<file path="src/rtl/core/lfu_pkg.sv">
// ----------------------------------------------------------------------------
// lfu_pkg: shared types and constants of the LFU cache table
// Transaction payloads, entry layout, sizes and small helper functions.
// ----------------------------------------------------------------------------
`default_nettype none

package lfu_pkg;

	// table size and key width in use
	localparam int ENTRIES  = 16;
	localparam int KEY_BITS = 16;

	// field widths fixed by the interface
	localparam int KEY_W   = 16;
	localparam int VALUE_W = 32;
	localparam int COUNT_W = 32;
	localparam int STAMP_W = 32;
	localparam int CAP_W   = 5;

	localparam int IDX_W = (ENTRIES > 1) ? $clog2(ENTRIES) : 1;
	localparam int OCC_W = $clog2(ENTRIES + 1);

	localparam logic [CAP_W-1:0]   CAP_RESET  = CAP_W'(16);
	localparam logic [VALUE_W-1:0] MISS_VALUE = '1;
	localparam logic [COUNT_W-1:0] COUNT_INIT = COUNT_W'(1);

	// operation codes
	localparam logic OP_GET = 1'b0;
	localparam logic OP_PUT = 1'b1;

	typedef struct packed {
		logic                      op;
		logic [KEY_W-1:0]          key;
		logic signed [VALUE_W-1:0] value;
	} req_t;

	typedef struct packed {
		logic                      found;
		logic signed [VALUE_W-1:0] read_value;
	} rsp_t;

	// one entry as held in the table memory
	typedef struct packed {
		logic [KEY_W-1:0]   key;
		logic [VALUE_W-1:0] value;
		logic [COUNT_W-1:0] count;
		logic [STAMP_W-1:0] stamp;
	} entry_t;

	localparam int ENTRY_W = $bits(entry_t);

	// outcome of one pass over the table
	typedef struct packed {
		logic               hit;
		logic [IDX_W-1:0]   hit_idx;
		logic [VALUE_W-1:0] hit_value;
		logic [COUNT_W-1:0] hit_count;
		logic               victim_found;
		logic [IDX_W-1:0]   victim_idx;
		logic               free_found;
		logic [IDX_W-1:0]   free_idx;
	} scan_t;

	// saturating increment for counts and the time stamp
	function automatic logic [31:0] sat_inc32(input logic [31:0] x);
		return (x == '1) ? x : x + 32'd1;
	endfunction

	// keep only the low KEY_BITS bits of a key
	function automatic logic [KEY_W-1:0] mask_key(input logic [KEY_W-1:0] k);
		logic [KEY_W-1:0] m;
		m = k;
		for (int i = 0; i < KEY_W; i++) begin
			if (i >= KEY_BITS) begin
				m[i] = 1'b0;
			end
		end
		return m;
	endfunction

	// capacity limited to the table size
	function automatic logic [OCC_W-1:0] cap_limit(input logic [CAP_W-1:0] c);
		int ci;
		ci = int'(c);
		if (ci > ENTRIES) begin
			ci = ENTRIES;
		end
		return OCC_W'(ci);
	endfunction

endpackage

`default_nettype wire

</file>
<file path="src/rtl/core/lfu_entry_ram.sv">
// ----------------------------------------------------------------------------
// lfu_entry_ram: simple dual-port synchronous RAM
// One write port, one read port, read data registered.
// ----------------------------------------------------------------------------
`default_nettype none

module lfu_entry_ram #(
	parameter int DEPTH = 16,
	parameter int WIDTH = 112,
	parameter int AW    = (DEPTH > 1) ? $clog2(DEPTH) : 1
) (
	input  wire logic             clk,
	input  wire logic             we,
	input  wire logic [AW-1:0]    waddr,
	input  wire logic [WIDTH-1:0] wdata,
	input  wire logic [AW-1:0]    raddr,
	output logic      [WIDTH-1:0] rdata
);

	logic [WIDTH-1:0] mem [DEPTH];

	// write port
	always_ff @(posedge clk) begin
		if (we) begin
			mem[waddr] <= wdata;
		end
	end

	// registered read port
	always_ff @(posedge clk) begin
		rdata <= mem[raddr];
	end

endmodule

`default_nettype wire

</file>
<file path="src/rtl/core/lfu_scan.sv">
// ----------------------------------------------------------------------------
// lfu_scan: per-entry accumulator for one pass over the table
// Tracks the key match, the LFU victim (oldest stamp on ties) and the
// lowest free slot as entries stream out of the memory.
// ----------------------------------------------------------------------------
`default_nettype none

module lfu_scan (
	input  wire logic                      clk,
	input  wire logic                      arst_n,
	input  wire logic                      clear,
	input  wire logic                      sample,
	input  wire logic [lfu_pkg::IDX_W-1:0] idx,
	input  wire logic                      slot_valid,
	input  wire lfu_pkg::entry_t           entry,
	input  wire logic [lfu_pkg::KEY_W-1:0] key,
	output lfu_pkg::scan_t                 result
);

	lfu_pkg::scan_t                res_q;
	logic [lfu_pkg::COUNT_W-1:0]   best_count_q;
	logic [lfu_pkg::STAMP_W-1:0]   best_stamp_q;
	logic                          match;
	logic                          better;

	// compare the entry just read against the running results
	always_comb begin
		match  = slot_valid && (entry.key == key);
		better = slot_valid && (!res_q.victim_found ||
			(entry.count < best_count_q) ||
			((entry.count == best_count_q) && (entry.stamp < best_stamp_q)));
	end

	// running results: flags cleared per transaction, payload follows the flags
	always_ff @(posedge clk or negedge arst_n) begin
		if (!arst_n) begin
			res_q        <= '0;
			best_count_q <= '0;
			best_stamp_q <= '0;
		end else if (clear) begin
			res_q.hit          <= 1'b0;
			res_q.victim_found <= 1'b0;
			res_q.free_found   <= 1'b0;
		end else if (sample) begin
			if (match && !res_q.hit) begin
				res_q.hit       <= 1'b1;
				res_q.hit_idx   <= idx;
				res_q.hit_value <= entry.value;
				res_q.hit_count <= entry.count;
			end
			if (better) begin
				res_q.victim_found <= 1'b1;
				res_q.victim_idx   <= idx;
				best_count_q       <= entry.count;
				best_stamp_q       <= entry.stamp;
			end
			if (!slot_valid && !res_q.free_found) begin
				res_q.free_found <= 1'b1;
				res_q.free_idx   <= idx;
			end
		end
	end

	assign result = res_q;

endmodule

`default_nettype wire

</file>
<file path="src/rtl/core/lfu_cache_table.sv">
// ----------------------------------------------------------------------------
// lfu_cache_table: key-value cache with least-frequently-used replacement
// Request channel (req_valid/req_stall, payload req) carries get and put
// transactions; response channel (rsp_valid/rsp_stall, payload rsp) returns
// one transaction per get and none per put. cfg_valid/cfg_ready writes the
// capacity register; write it only while the block is idle.
//
// Each request is served alone: an accept step, a pass reading every entry of the
// entry memory (key match, victim and free slot found in the same pass), a drain
// step for the last read data and a write-back step. The single read port of the
// entry memory makes the pass read the entries one after another. A get's
// response appears in the cycle after the write-back. With capacity zero a
// request skips the pass.
//
// A result waiting on a stalled response channel does not block the next request;
// only a following get's write-back waits until the response register frees up.
// Reset clears all valid bits, the occupancy, the time and sets capacity to
// 16; the memory contents need no clearing.
// ----------------------------------------------------------------------------
`default_nettype none

module lfu_cache_table (
	input  wire logic                      clk,
	input  wire logic                      arst_n,
	input  wire logic                      req_valid,
	output logic                           req_stall,
	input  wire lfu_pkg::req_t             req,
	output logic                           rsp_valid,
	input  wire logic                      rsp_stall,
	output lfu_pkg::rsp_t                  rsp,
	input  wire logic                      cfg_valid,
	output logic                           cfg_ready,
	input  wire logic [lfu_pkg::CAP_W-1:0] cfg_data
);

	localparam logic [1:0] ST_IDLE  = 2'd0;
	localparam logic [1:0] ST_SCAN  = 2'd1;
	localparam logic [1:0] ST_DRAIN = 2'd2;
	localparam logic [1:0] ST_FIN   = 2'd3;

	localparam logic [lfu_pkg::IDX_W-1:0] LAST_IDX = lfu_pkg::IDX_W'(lfu_pkg::ENTRIES - 1);

	logic [1:0]                    state_q;
	logic [lfu_pkg::CAP_W-1:0]     capacity_q;
	logic [lfu_pkg::OCC_W-1:0]     occ_q;
	logic [lfu_pkg::STAMP_W-1:0]   time_q;
	logic [lfu_pkg::ENTRIES-1:0]   valid_q;
	logic [lfu_pkg::IDX_W-1:0]     addr_q;

	logic                          op_q;
	logic [lfu_pkg::KEY_W-1:0]     key_q;
	logic [lfu_pkg::VALUE_W-1:0]   value_q;
	logic                          dis_q;
	logic [lfu_pkg::OCC_W-1:0]     cap_q;

	logic                          smp_s1;
	logic [lfu_pkg::IDX_W-1:0]     idx_s1;

	logic                          rsp_valid_q;
	lfu_pkg::rsp_t                 rsp_q;

	logic                          accept;
	logic [lfu_pkg::OCC_W-1:0]     cap_eff;
	lfu_pkg::entry_t               rd_entry;
	lfu_pkg::scan_t                scan;

	logic                          fin;
	logic                          wr_en;
	logic [lfu_pkg::IDX_W-1:0]     wr_addr;
	lfu_pkg::entry_t               wr_entry;
	logic                          set_en;
	logic                          clr_en;
	logic                          occ_inc;
	logic                          rsp_load;
	lfu_pkg::rsp_t                 rsp_next;
	logic                          evict;
	logic [lfu_pkg::IDX_W-1:0]     tgt_idx;
	logic                          tgt_ok;
	logic [lfu_pkg::ENTRIES-1:0]   valid_nxt;

	assign req_stall = (state_q != ST_IDLE);
	assign accept    = req_valid && !req_stall;
	assign cfg_ready = 1'b1;
	assign cap_eff   = lfu_pkg::cap_limit(capacity_q);

	// capacity register
	always_ff @(posedge clk or negedge arst_n) begin
		if (!arst_n) begin
			capacity_q <= lfu_pkg::CAP_RESET;
		end else if (cfg_valid && cfg_ready) begin
			capacity_q <= cfg_data;
		end
	end

	// entry memory
	lfu_entry_ram #(
		.DEPTH(lfu_pkg::ENTRIES),
		.WIDTH(lfu_pkg::ENTRY_W)
	) u_ram (
		.clk  (clk),
		.we   (wr_en),
		.waddr(wr_addr),
		.wdata(wr_entry),
		.raddr(addr_q),
		.rdata(rd_entry)
	);

	// pass over the table
	lfu_scan u_scan (
		.clk       (clk),
		.arst_n    (arst_n),
		.clear     (accept),
		.sample    (smp_s1),
		.idx       (idx_s1),
		.slot_valid(valid_q[idx_s1]),
		.entry     (rd_entry),
		.key       (key_q),
		.result    (scan)
	);

	// write-back decision at the end of the pass
	always_comb begin
		fin      = 1'b0;
		wr_en    = 1'b0;
		wr_addr  = scan.hit_idx;
		wr_entry = '{key: key_q, value: value_q,
			count: lfu_pkg::sat_inc32(scan.hit_count), stamp: time_q};
		set_en   = 1'b0;
		clr_en   = 1'b0;
		occ_inc  = 1'b0;
		rsp_load = 1'b0;
		rsp_next = '{found: 1'b0, read_value: lfu_pkg::MISS_VALUE};
		evict    = (occ_q >= cap_q) && scan.victim_found;
		tgt_idx  = scan.free_idx;
		if (evict && (!scan.free_found || (scan.victim_idx < scan.free_idx))) begin
			tgt_idx = scan.victim_idx;
		end
		tgt_ok = evict || scan.free_found;

		if (state_q == ST_FIN) begin
			fin = (op_q == lfu_pkg::OP_PUT) || !rsp_valid_q || !rsp_stall;
		end

		if (fin) begin
			if (op_q == lfu_pkg::OP_GET) begin
				rsp_load = 1'b1;
				if (!dis_q && scan.hit) begin
					rsp_next.found      = 1'b1;
					rsp_next.read_value = scan.hit_value;
					wr_en               = 1'b1;
					wr_entry.value      = scan.hit_value;
				end
			end else if (!dis_q) begin
				if (scan.hit) begin
					wr_en = 1'b1;
				end else begin
					clr_en = evict;
					if (tgt_ok) begin
						wr_en          = 1'b1;
						wr_addr        = tgt_idx;
						wr_entry.count = lfu_pkg::COUNT_INIT;
						set_en         = 1'b1;
						occ_inc        = !evict;
					end
				end
			end
		end

		// victim slot freed first, then the target slot taken
		valid_nxt = valid_q;
		if (clr_en) begin
			valid_nxt[scan.victim_idx] = 1'b0;
		end
		if (set_en) begin
			valid_nxt[tgt_idx] = 1'b1;
		end
	end

	// sequencer, time, occupancy and valid bits
	always_ff @(posedge clk or negedge arst_n) begin
		if (!arst_n) begin
			state_q <= ST_IDLE;
			addr_q  <= '0;
			time_q  <= '0;
			occ_q   <= '0;
			valid_q <= '0;
			smp_s1  <= 1'b0;
			dis_q   <= 1'b0;
		end else begin
			smp_s1 <= (state_q == ST_SCAN);
			case (state_q)
				ST_IDLE: begin
					if (accept) begin
						addr_q <= '0;
						dis_q  <= (cap_eff == '0);
						if (cap_eff == '0) begin
							state_q <= ST_FIN;
						end else begin
							time_q  <= lfu_pkg::sat_inc32(time_q);
							state_q <= ST_SCAN;
						end
					end
				end
				ST_SCAN: begin
					if (addr_q == LAST_IDX) begin
						addr_q  <= '0;
						state_q <= ST_DRAIN;
					end else begin
						addr_q <= addr_q + 1'b1;
					end
				end
				ST_DRAIN: begin
					state_q <= ST_FIN;
				end
				ST_FIN: begin
					if (fin) begin
						state_q <= ST_IDLE;
					end
				end
				default: begin
					state_q <= ST_IDLE;
				end
			endcase
			if (clr_en || set_en) begin
				valid_q <= valid_nxt;
			end
			if (occ_inc) begin
				occ_q <= occ_q + 1'b1;
			end
		end
	end

	// request payload and read pipeline index
	always_ff @(posedge clk) begin
		idx_s1 <= addr_q;
		if (accept) begin
			op_q    <= req.op;
			key_q   <= lfu_pkg::mask_key(req.key);
			value_q <= req.value;
			cap_q   <= cap_eff;
		end
	end

	// response register
	always_ff @(posedge clk or negedge arst_n) begin
		if (!arst_n) begin
			rsp_valid_q <= 1'b0;
		end else if (rsp_load) begin
			rsp_valid_q <= 1'b1;
		end else if (!rsp_stall) begin
			rsp_valid_q <= 1'b0;
		end
	end

	always_ff @(posedge clk) begin
		if (rsp_load) begin
			rsp_q <= rsp_next;
		end
	end

	assign rsp_valid = rsp_valid_q;
	assign rsp       = rsp_q;

endmodule

`default_nettype wire

</file>
<file path="config.mk">
export PLATFORM = sky130hd
export DESIGN_NAME = lfu_cache_table
export DESIGN_NICKNAME = d
export VERILOG_FILES = /design/src/rtl/core/lfu_pkg.sv /design/src/rtl/core/lfu_entry_ram.sv /design/src/rtl/core/lfu_scan.sv /design/src/rtl/core/lfu_cache_table.sv
export SDC_FILE = /design/constraint.sdc
export NUM_CORES = 2
export LEC_CHECK = 0
export ABC_AREA = 1
export BUFFER_PORTS_ARGS = -buffer_cell sky130_fd_sc_hd__buf_2
export CAP_MARGIN = 40
export CELL_PAD_IN_SITES_DETAIL_PLACEMENT = 0
export CELL_PAD_IN_SITES_GLOBAL_PLACEMENT = 1
export CORE_ASPECT_RATIO = 0.75
export CORE_MARGIN = 2
export CORE_UTILIZATION = 42
export CTS_BUF_LIST = sky130_fd_sc_hd__clkbuf_8
export CTS_CLUSTER_DIAMETER = 30
export DETAILED_ROUTE_END_ITERATION = 6
export PLACE_DENSITY = 0.65
export SETUP_SLACK_MARGIN = 0.3
export SYNTH_ARGS = -nofsm -noshare
export SYNTH_HDL_FRONTEND = slang
export SYNTH_SLANG_ARGS = --single-unit
export TNS_END_PERCENT = 30
</file>
<file path="constraint.sdc">
create_clock -name clk -period 6.6 [get_ports clk]
set_clock_uncertainty 0.2 [all_clocks]
set_input_delay 0.33 -clock clk [delete_from_list [all_inputs] [get_ports clk]]
set_output_delay 0.33 -clock clk [all_outputs]
set_load 0.005 [all_outputs]
</file>
==> results_dict.tcl <==
set metrics [dict create \
    ys_types 47 \
    ff2ff_path_depth 14 \
    grt_overflow_total 0 \
    cellLeakagePower_nw 36.0 \
    startpoint "occ_q[2]" \
    insertion_delay_ns 0.97 \
    relSlewSlack_pct 26.6 \
    nNetsFinal 6964 \
    path_clk_slew_ns 0.05 \
    cp.required_ns 6.95 \
    setup_slack_ns 2.20 \
    p_per_area_nw_per_um2 408 \
    dp_cells 9055 \
    cp_max_fo 37 \
    ir_drop_mv 0.372 \
    synth_warnings 0 \
    final_cell_count_no_fill 9953 \
    period_needed_ns 4.40 \
    hpwl_mm 127 \
    pre_cts_ws_ns 2.17 \
    start_util_pct 42.3 \
    fp.dieW_um 530 \
    ant_nets 0 \
    rows 144 \
    tightest_slew_ns 1.10 \
    placed_area_um2 91400 \
    design.core.area_um2 206000 \
    status "complete, no violations" \
    io_pins 95 \
    netlist_instances 6440 \
    area_growth_pct 17.0 \
    drc 0 \
    final_layout_size_suffix_gt1_share_pct 12.8 \
    hold_viol_final 0 \
    cts_tree "done" \
    die_area_um2 211000 \
    reg2reg_slack_ns 2.20 \
    r2r_end "u_ram.mem[5][45]" \
    synth_edf_count 1879 \
    fin_area_um2 102000 \
    root_buffer "clkbuf_8" \
    drtIter0Drc 5698 \
    htree_levels 5 \
    synth_top_cell_by_area "edfxtp_1" \
    synth.top_cell.area_share_pct 64.8 \
    nFillCells 17800 \
    cts_max_path_buffers 4 \
    period_share_pct 66.6 \
    synth_seq_cells 2205 \
    syn_area_um2 87100 \
    grt_pass1_wl_mm 352 \
    avgRoutedWirePerCell_um 23.9 \
    worst-setup-path-type "reg -> reg" \
    slew_violations 0 \
    vias 54600 \
    drt_first_pass_iters 6 \
    grt_max_degree 182 \
    grt_usage_pct 22.2 \
    setup-violations-final 0 \
    arrival_ns 4.74 \
    numCtsBuffers 413 \
    vias_per_cell 5.49 \
    maxCapViolations 0 \
    post_cts_buffers 0 \
    hp-class "in -> reg" \
    rsz0062_at_grt "false" \
    end_kind "flip-flop" \
    r2r_start "occ_q[2]" \
    startpoint_type "flip-flop" \
    synthesis.nets 6579 \
    numClockSinks 2205 \
    synth_area_leaders "edfxtp_1, dfrtp_1, nor2_1" \
    synth_flop_cell "edfxtp_1" \
    setup.worst_path.end "u_ram.mem[5][45]" \
    syn_avg_cell_area_um2 13.5 \
    wl_mm 238 \
    gp_congestion 0.839 \
    async_reset_ff_share_pct 9.52 \
    portBuffers 93 \
    max_freq_mhz 227 \
    die-height_um 398 \
    antenna_found_initial 5 \
    grt_pass1_vias 53400 \
    ys_seq_area_share_pct 73.5 \
]
## through the flow
| step | utilization (%) | hold slack (ns) | total power [mW] | TNS [ns] |
|---|---|---|---|---|
| 3_5_place_dp | 44.4 | 0.111 | 27.1 | 0 |
| 2_1_floorplan | - | -0.166 | 23.5 | -1239.34 |
| 4_1_cts | 49.5 | 0.135 | 41.9 | 0 |
| 3_3_place_gp | 44.2 | 0.119 | 26.9 | 0 |
| 5_1_grt | 49.6 | 0.193 | 43.6 | 0 |
| 6_report | 49.6 | 0.224 | 41.6 | 0 |
## cell families (layout without fill, tap and decap cells)
group	count (synthesis)	in the layout	share of synthesized area, %
AND/OR/NAND/NOR	1879	1879	8.75
flip-flops	2205	2205	73.5
multiplexers	338	338	3.89
XOR/XNOR	60	60	0.603
other	1	2	0.00431
adder cells (fa/ha/maj)	80	80	1.15
buffers and inverters	659	1397	3.04
AO/OA/AOI/OAI	1218	1218	9.09
## synthesized netlist by cell type (2+ instances only)
library cell,n
buf_1,28
inv_1,261
nor3_1,76
nor3b_1,3
clkbuf_1,253
buf_6,2
a211oi_1,3
nor4_1,14
buf_2,102
ha_1,80
nor2_1,994
o221ai_1,340
nand3_1,238
dfrtp_1,209
xor2_1,47
o21a_1,6
o31ai_1,4
o211ai_1,73
dfxtp_1,116
nand4_1,33
nand3b_1,3
inv_2,3
o21ai_1,5
edfxtp_1,1879
nand2_2,3
o21ai_0,561
xnor2_1,13
o32ai_1,71
o22ai_1,40
nand2_1,508
mux2i_1,337
buf_4,8
a21oi_1,111
or2_2,3
## cell usage in the layout, fill, tap and decap left out, types with 116 or more instances in the layout
cell	count
edfxtp_1	1879
nor2_1	975
o21ai_0	561
nand2_1	504
clkbuf_8	467
inv_1	356
o221ai_1	340
mux2i_1	337
nand3_1	238
dfrtp_1	205
dlygate4sd3_1	124
dfxtp_1	116
## worst min path at each step
stage / start / endpoint / slack, ns / cells after the start
floorplan: arst_n / addr_q[0] / -0.17 / 0
detailed placement: arst_n / u_scan.best_stamp_q[23] / 0.11 / 1
global route: req_valid / dis_q / 0.19 / 4
CTS: req_valid / dis_q / 0.13 / 4
global placement: arst_n / u_scan.best_stamp_q[23] / 0.12 / 1
finish: req_valid / addr_q[3] / 0.22 / 5
## power breakdown
group	internal (mW)	total (mW)	switching, mW	leakage (nW)
Sequential	16.1	17.0	0.829	19.9
Clock	8.76	14.7	5.91	5.10
Combinational	3.10	9.96	6.86	10.9
Total	28.0	41.6	13.6	36.0
## repair_timing
item	in CTS	in global routing
resized for setup	0	0
endpoints found under the hold margin	250	0
hold buffers	125	0
## critical path: stages (launching register included)
cell and delay [ns]:
dfrtp_1 0.42, ha_1 0.35, nand2_1 0.08, nand2_1 0.05, a21oi_1 0.11, nand3_1 0.10, nand2_1 0.15, nand2_1 0.09
nand2_1 0.08, buf_4 0.27, inv_1 0.23, a21oi_1 0.30, nand2_1 0.30, nor2_4 0.56, buf_4 0.67
## sequential cells by signal, indices dropped and copies added, names as in the netlist, 32 cells and up
register             count
u_scan.best_stamp_q     32
u_scan.result           79
u_ram.rdata            112
time_q                  32
rsp                     33
u_scan.best_count_q     32
u_ram.mem             1792
value_q                 32
## routing by layer
layer / up-vias / global-route usage [%] / routed length, um
li1: 24800 / - / -
met1: 27600 / 33.8 / 113000
met2: 1897 / 32.1 / 102000
met3: 352 / 4.82 / 18100
met4: 4 / 5.62 / 4590
met5: - / 0.158 / 53
## cell type report
class | instances | area (um2) | area share [%]
multi-input combinational | 3576 | 20600 | 20.2
timing repair buffer | 363 | 3500 | 3.43
inverter | 266 | 1030 | 1.01
tap | 2774 | 3470 | 3.40
antenna | 1 | 2.50 | 0.00245
clock inverter | 301 | 2870 | 2.82
clock buffer | 467 | 6430 | 6.30
sequential | 2205 | 64000 | 62.8
No activity file was read; power rests on OpenSTA's default activity.
